### src/rtl/neighbor_color_similarity_mask_macros.svh
// Assertion macros for the neighbor color similarity mask block.
// Expects aclk and aresetn in the scope of each use.
`ifndef NEIGHBOR_COLOR_SIMILARITY_MASK_MACROS_SVH
`define NEIGHBOR_COLOR_SIMILARITY_MASK_MACROS_SVH

// Same-cycle implication, checked outside reset
`define NCSM_ASSERT_SAME(label, ante, cons) \
    label: assert property (@(posedge aclk) disable iff (!aresetn) (ante) |-> (cons)) \
        else $error("neighbor mask check failed");

// Next-cycle implication, checked outside reset
`define NCSM_ASSERT_NEXT(label, ante, cons) \
    label: assert property (@(posedge aclk) disable iff (!aresetn) (ante) |=> (cons)) \
        else $error("neighbor mask check failed");

`endif

### src/rtl/ncsm_pkg.sv
// Shared types, sizes and the color distance function of the neighbor mask block.
// No dependencies; imported by every module of the block.
`timescale 1ns / 1ps
`default_nettype none

package ncsm_pkg;

    localparam int MAX_WIDTH  = 1024;
    localparam int MAX_HEIGHT = 1024;
    localparam int ADDR_W     = $clog2(MAX_WIDTH);
    localparam int DIM_W      = 11;
    localparam int ROW_W      = 11;
    localparam int POS_W      = 10;
    localparam int THR_W      = 18;
    localparam int PIX_W      = 24;
    localparam int MASK_W     = 8;
    localparam int CHAN_W     = 8;

    typedef logic [PIX_W-1:0]   pixel_t;
    // One window column: [0] upper row, [1] middle row, [2] newest row
    typedef pixel_t [2:0]       column_t;
    // Line store entry: upper line in the high half, middle line in the low half
    typedef logic [2*PIX_W-1:0] line_entry_t;

    // Which neighbor directions lie inside the frame
    typedef struct packed {
        logic top_ok;
        logic bottom_ok;
        logic left_ok;
        logic right_ok;
    } edge_t;

    // Squared RGB distance; three 8x8 squares fit in 18 bits
    function automatic logic [THR_W-1:0] dist_sq(pixel_t a, pixel_t b);
        logic [CHAN_W-1:0]   ca;
        logic [CHAN_W-1:0]   cb;
        logic [CHAN_W-1:0]   d;
        logic [2*CHAN_W-1:0] sq;
        logic [THR_W-1:0]    sum;
        sum = '0;
        for (int s = 0; s < 3; s++) begin
            ca  = a[s*CHAN_W +: CHAN_W];
            cb  = b[s*CHAN_W +: CHAN_W];
            d   = (ca > cb) ? (ca - cb) : (cb - ca);
            sq  = (2*CHAN_W)'(d) * (2*CHAN_W)'(d);
            sum = sum + THR_W'(sq);
        end
        return sum;
    endfunction

endpackage

`default_nettype wire

### src/rtl/ncsm_mask_calc.sv
// Similarity mask of a 3x3 neighborhood: eight distance compares against the threshold.
// Depends on ncsm_pkg for the pixel types and dist_sq.
`timescale 1ns / 1ps
`default_nettype none

module ncsm_mask_calc
    import ncsm_pkg::*;
(
    input  wire column_t            left_col,
    input  wire column_t            center_col,
    input  wire column_t            right_col,
    input  wire edge_t              edges,
    input  wire logic [THR_W-1:0]   threshold,
    output logic [MASK_W-1:0]       mask
);

    pixel_t            nbr   [MASK_W];
    logic [MASK_W-1:0] in_ok;

    // Place neighbors in mask bit order, row by row, skipping the center
    always_comb begin
        nbr[0] = left_col[0];
        nbr[1] = center_col[0];
        nbr[2] = right_col[0];
        nbr[3] = left_col[1];
        nbr[4] = right_col[1];
        nbr[5] = left_col[2];
        nbr[6] = center_col[2];
        nbr[7] = right_col[2];

        in_ok[0] = edges.top_ok && edges.left_ok;
        in_ok[1] = edges.top_ok;
        in_ok[2] = edges.top_ok && edges.right_ok;
        in_ok[3] = edges.left_ok;
        in_ok[4] = edges.right_ok;
        in_ok[5] = edges.bottom_ok && edges.left_ok;
        in_ok[6] = edges.bottom_ok;
        in_ok[7] = edges.bottom_ok && edges.right_ok;
    end

    // Compare every neighbor against the center in parallel
    always_comb begin
        for (int i = 0; i < MASK_W; i++) begin
            mask[i] = in_ok[i] && (dist_sq(center_col[1], nbr[i]) < threshold);
        end
    end

endmodule

`default_nettype wire
### config.mk
export PLATFORM = sky130hd
export DESIGN_NAME = ncsm_mask_calc
export DESIGN_NICKNAME = d
export VERILOG_FILES = /design/src/rtl/neighbor_color_similarity_mask_macros.svh /design/src/rtl/ncsm_pkg.sv /design/src/rtl/ncsm_mask_calc.sv
export SDC_FILE = /design/constraint.sdc
export NUM_CORES = 2
export LEC_CHECK = 0
export BUFFER_PORTS_ARGS = -buffer_cell sky130_fd_sc_hd__buf_2
export CAP_MARGIN = 5
export CORE_AREA = 3 3 372 374
export DETAILED_ROUTE_END_ITERATION = 7
export DIE_AREA = 0 0 375 377
export SLEW_MARGIN = 30
export SYNTH_ARGS = -nofsm -noshare
export SYNTH_HDL_FRONTEND = slang
export SYNTH_SLANG_ARGS = --single-unit
### constraint.sdc
create_clock -name vclk -period 9.9
set_input_delay 0 -clock vclk [all_inputs]
set_output_delay 0 -clock vclk [all_outputs]
set_load 0.05 [all_outputs]
# Word-level counts from Yosys, hierarchy flattened
# Index checks and enable logic that the tools add are counted.
# Widths: inputs -> output; s select.
# classes
addsub	64
mul	24
n_lt_le_gt_ge	32
muxes	24
reduce_logical	12
# ops
operator	count
$mul 8x8->16	24
$sub 8x8->8	48
$gt 8x8->1	24
$mux 8	24
$add 17x16->18	8
$lt 18x18->1	8
$add 16x16->17	8
$logic_and 1x1->1	12
# word_totals
ff_bits	0
inputBits	238
out_inout_bits	8
elab_cells	156

# Longest topological paths before layout
# depth
word_depth	7
mapped_depth	43
ltp_nobuf	41

# Worst setup path before layout
# Ideal clock, no wire load.
# synth_timing
kind	input -> output
start	input center_col[40] (netlist name)
end	output mask[4]
arrival_ns	9.594
required_time_ns	9.900
path_slack_ns	0.306
path_stages	34
path_buffers	0
path_cell_list	inv_1 > ha_1 > inv_1 > fa_1 > a21o_1 > a22o_1 > o41a_1 > o21bai_4 > mux2i_1 > xnor2_4 > or2_2 > fa_1 > fa_1 > inv_1 > fa_1 > fa_1 > fa_1 > fa_1 > inv_1 > fa_1 > inv_1 > ha_1 > or3_1 > o21ai_0 > nor3b_1 > o21a_1 > nor4_1 > o21ai_0 > xnor2_1 > ha_1 > nand4_1 > o21ai_0 > or4b_2 > a31oi_1
# synth_between
elab_chain_len	6
# synth_rtl
element	line	rtl
start: declaration	ncsm_mask_calc.sv:10	input wire column_t center_col,
$sub 8x8->8 / $gt 8x8->1 (equally long branches)	ncsm_pkg.sv:44	d = (ca > cb) ? (ca - cb) : (cb - ca);
$mux 8 *	ncsm_pkg.sv:44	
$mul 8x8->16 *	ncsm_pkg.sv:45	sq = (2*CHAN_W)'(d) * (2*CHAN_W)'(d);
$add 17x16->18 *	ncsm_pkg.sv:46	sum = sum + THR_W'(sq);
$lt 18x18->1 *	ncsm_mask_calc.sv:44	mask[i] = in_ok[i] && (dist_sq(center_col[1], nbr[i]) < threshold);
$logic_and 1x1->1 *	ncsm_mask_calc.sv:44	
end: declaration	ncsm_mask_calc.sv:14	output logic [MASK_W-1:0] mask
# Every way passes the cells marked *; elsewhere a longest branch is shown, timed or not.

# Final worst setup path
# layout_timing
start	input center_col[32] (netlist name)
end	output mask[6]
# layout_between
elab_chain_len	7
# layout_rtl
element	line
$sub 8x8->8 / $gt 8x8->1 (equally long branches)	ncsm_pkg.sv:44
$mux 8 *	ncsm_pkg.sv:44
$mul 8x8->16 *	ncsm_pkg.sv:45
$add 16x16->17 *	ncsm_pkg.sv:46
$add 17x16->18 *	ncsm_pkg.sv:46
$lt 18x18->1 *	ncsm_mask_calc.sv:44
$logic_and 1x1->1 *	ncsm_mask_calc.sv:44
# Marked as above.

==> flow_summary.json <==
{
  "status": "finished clean",
  "drv_cap": 0,
  "grt_max_degree": 15,
  "wl_um": 191000,
  "synthXorXnorAreaFrac_pct": 4.14,
  "viasPerCell": 5.18,
  "core_area_um2": 135000,
  "cpMostUsedCell": "fa_1",
  "cts_hold_buf": 0,
  "path_max_fanout": 10,
  "synth_cell_types": 82,
  "tns_ns": 0,
  "ant_nets": 0,
  "wl_per_cell_um": 20.6,
  "setup_slack_ns": 0.308,
  "grt_pass1_wl_um": 293000,
  "nets": 9928,
  "netlist_instances": 6994,
  "route.detailed.drc": 0,
  "endpoint_kind": "output port",
  "synth_compound_area_share_pct": 10.9,
  "synthMuxAreaShare_pct": 2.24,
  "post-synth-top-count-cell": "inv_1",
  "finalCriticalPeriod_ns": 9.59,
  "dp_hpwl_um": 168000,
  "rows": 135,
  "firstDrtPassIters": 8,
  "ioPinCount": 246,
  "synth_top_family_by_area": "adder cells",
  "synth_area_leader_cell": "fa_1",
  "placed_area_um2": 66000,
  "finalHoldViolCount": 0,
  "startpoint_type": "input pin",
  "max_freq_mhz": 104,
  "grt_remaining_overflow": 0,
  "nFlopsAndLatches": 0,
  "hold_end": "mask[7]",
  "finish.utilization_pct": 49.4,
  "hold_start": "edges[0]",
  "initial_core_util_pct": 44.8,
  "pre_cts_ws_ns": -0.261,
  "max_stage_delay_ns": 0.65,
  "clockBufferCount": 0,
  "syn_area_per_cell_um2": 8.67,
  "antenna_found_initial": 41,
  "fillers": 13077,
  "ys.warnings.count": 0,
  "synth_fa_ha_area_share_pct": 59.7,
  "track_usage_pct": 27.1,
  "grt_pass1_vias": 50049,
  "synth_top_area_share_pct": 36.5,
  "die_y_um": 377,
  "synth_area_leaders": "fa_1 (36%), ha_1 (23%), inv_1 (12%), nor2_1 (3.9%), a21oi_1 (2.8%)",
  "rsz0062_at_grt": "yes",
  "worstHoldPathType": "in -> out",
  "gp_congestion": 0.932,
  "regArea_um2": 0,
  "drv_slew": 0,
  "io_buffers": 246,
  "fin_crit_sh_pct": 96.9,
  "arrival_ns": 9.59,
  "crit_type": "in -> out",
  "dr_total_vias": 47968,
  "drive_above_1_share_pct": 10.7,
  "crit_slowest_cell": "or4b_2",
  "finalSetupViolCount": 0,
  "holdPathStages": 6,
  "area_growth_pct": 10.2,
  "syn_area_um2": 60600,
  "synth_common_cells": "inv_1 (1950), ha_1 (1128), fa_1 (1104), nor2_1 (628), a21oi_1 (335)",
  "worst_pin_slew_ns": 0.896,
  "die_area_um2": 141000,
  "multi_input_area_um2": 53500,
  "yosys.area_share.simple_pct": 10.3,
  "relSlewSlack_pct": 39.9,
  "required_ns": 9.90,
  "synth_nets": 9464,
  "die_w_um": 375,
  "ys_seq_area_share_pct": 0,
  "design_area_um2": 66800,
  "crit_path_start": "center_col[32]",
  "drt-initial-drc-count": 2968
}
[placed cells by master, fill, tap and decap left out, drive strengths merged, types with 7 or more instances in the layout]
| master | n |
|---|---|
| nand3 | 35 |
| o21ai | 124 |
| inv | 1944 |
| or4 | 7 |
| a221oi | 34 |
| nand2 | 179 |
| a221o | 15 |
| nand2b | 121 |
| and4 | 16 |
| ha | 1128 |
| o211ai | 15 |
| or3 | 15 |
| or2 | 84 |
| mux2i | 112 |
| o31ai | 10 |
| a211oi | 29 |
| nor3 | 54 |
| diode | 18 |
| xnor2 | 169 |
| nor2 | 633 |
| a21o | 212 |
| o21bai | 90 |
| nand4 | 49 |
| o221ai | 11 |
| a31oi | 25 |
| xor2 | 104 |
| a21oi | 335 |
| o21a | 30 |
| nor2b | 56 |
| buf | 541 |
| and3 | 29 |
| fa | 1104 |
| mux2 | 20 |
| and2 | 32 |
[cell type report]
type               instances  share of cell area (%)
well taps               1781                    3.33
repair buffers           542                    5.51
multi-input cells       4961                    80.1
diodes                    18                  0.0674
inverters               1953                    11.0
[worst max path at each step]
stage,to,slack [ns],depth (start not counted)
3_5_place_dp,mask[4],-0.26,39
2_1_floorplan,mask[4],0.31,34
6_report,mask[6],0.31,40
4_1_cts,mask[4],0.003,39
3_3_place_gp,mask[4],-0.14,42
5_1_grt,mask[6],-0.11,41
[worst max-delay path: cells and delay by family]
family	cells	cell delay, ns
AOI/OAI and AO/OA	12	2.15
adders and majority gates	11	4.29
xor gates and xnor gates	2	0.49
and+or+nand+nor	5	1.38
buffers and inverters	10	1.22
[routing by layer]
metal | vias up | track usage, % | wire, um
met4 | 32 | 7.86 | 7130
li1 | 22678 | - | -
met1 | 23611 | 37.6 | 83900
met3 | 256 | 4.22 | 14000
met2 | 1391 | 44.0 | 85400
met5 | - | 0 | 226
[metrics by stage]
step	hold slack, ns	cells
after global routing	0.685	9237
final	0.651	9255
after detailed placement	0.649	9215
after CTS	0.650	9216
after global placement	0.636	9215
after floorplan	0.273	6994
[cell families after synthesis]
family | after synthesis
adder cells (fa/ha/maj) | 2232
buffers and inverters | 2033
AND/OR/NAND/NOR | 1323
AO/OA/AOI/OAI | 1001
XOR/XNOR | 273
multiplexers | 132
[what timing repair did]
item,CTS,global route
cloned,0,0
resized for setup,12,119
endpoints found under the setup margin,2,8
pin swaps,1,24
setup buffers,1,21
Power is left out: the tool's default activity adds up to more than one toggle a clock period on the data nets, which glitch-free logic cannot reach.
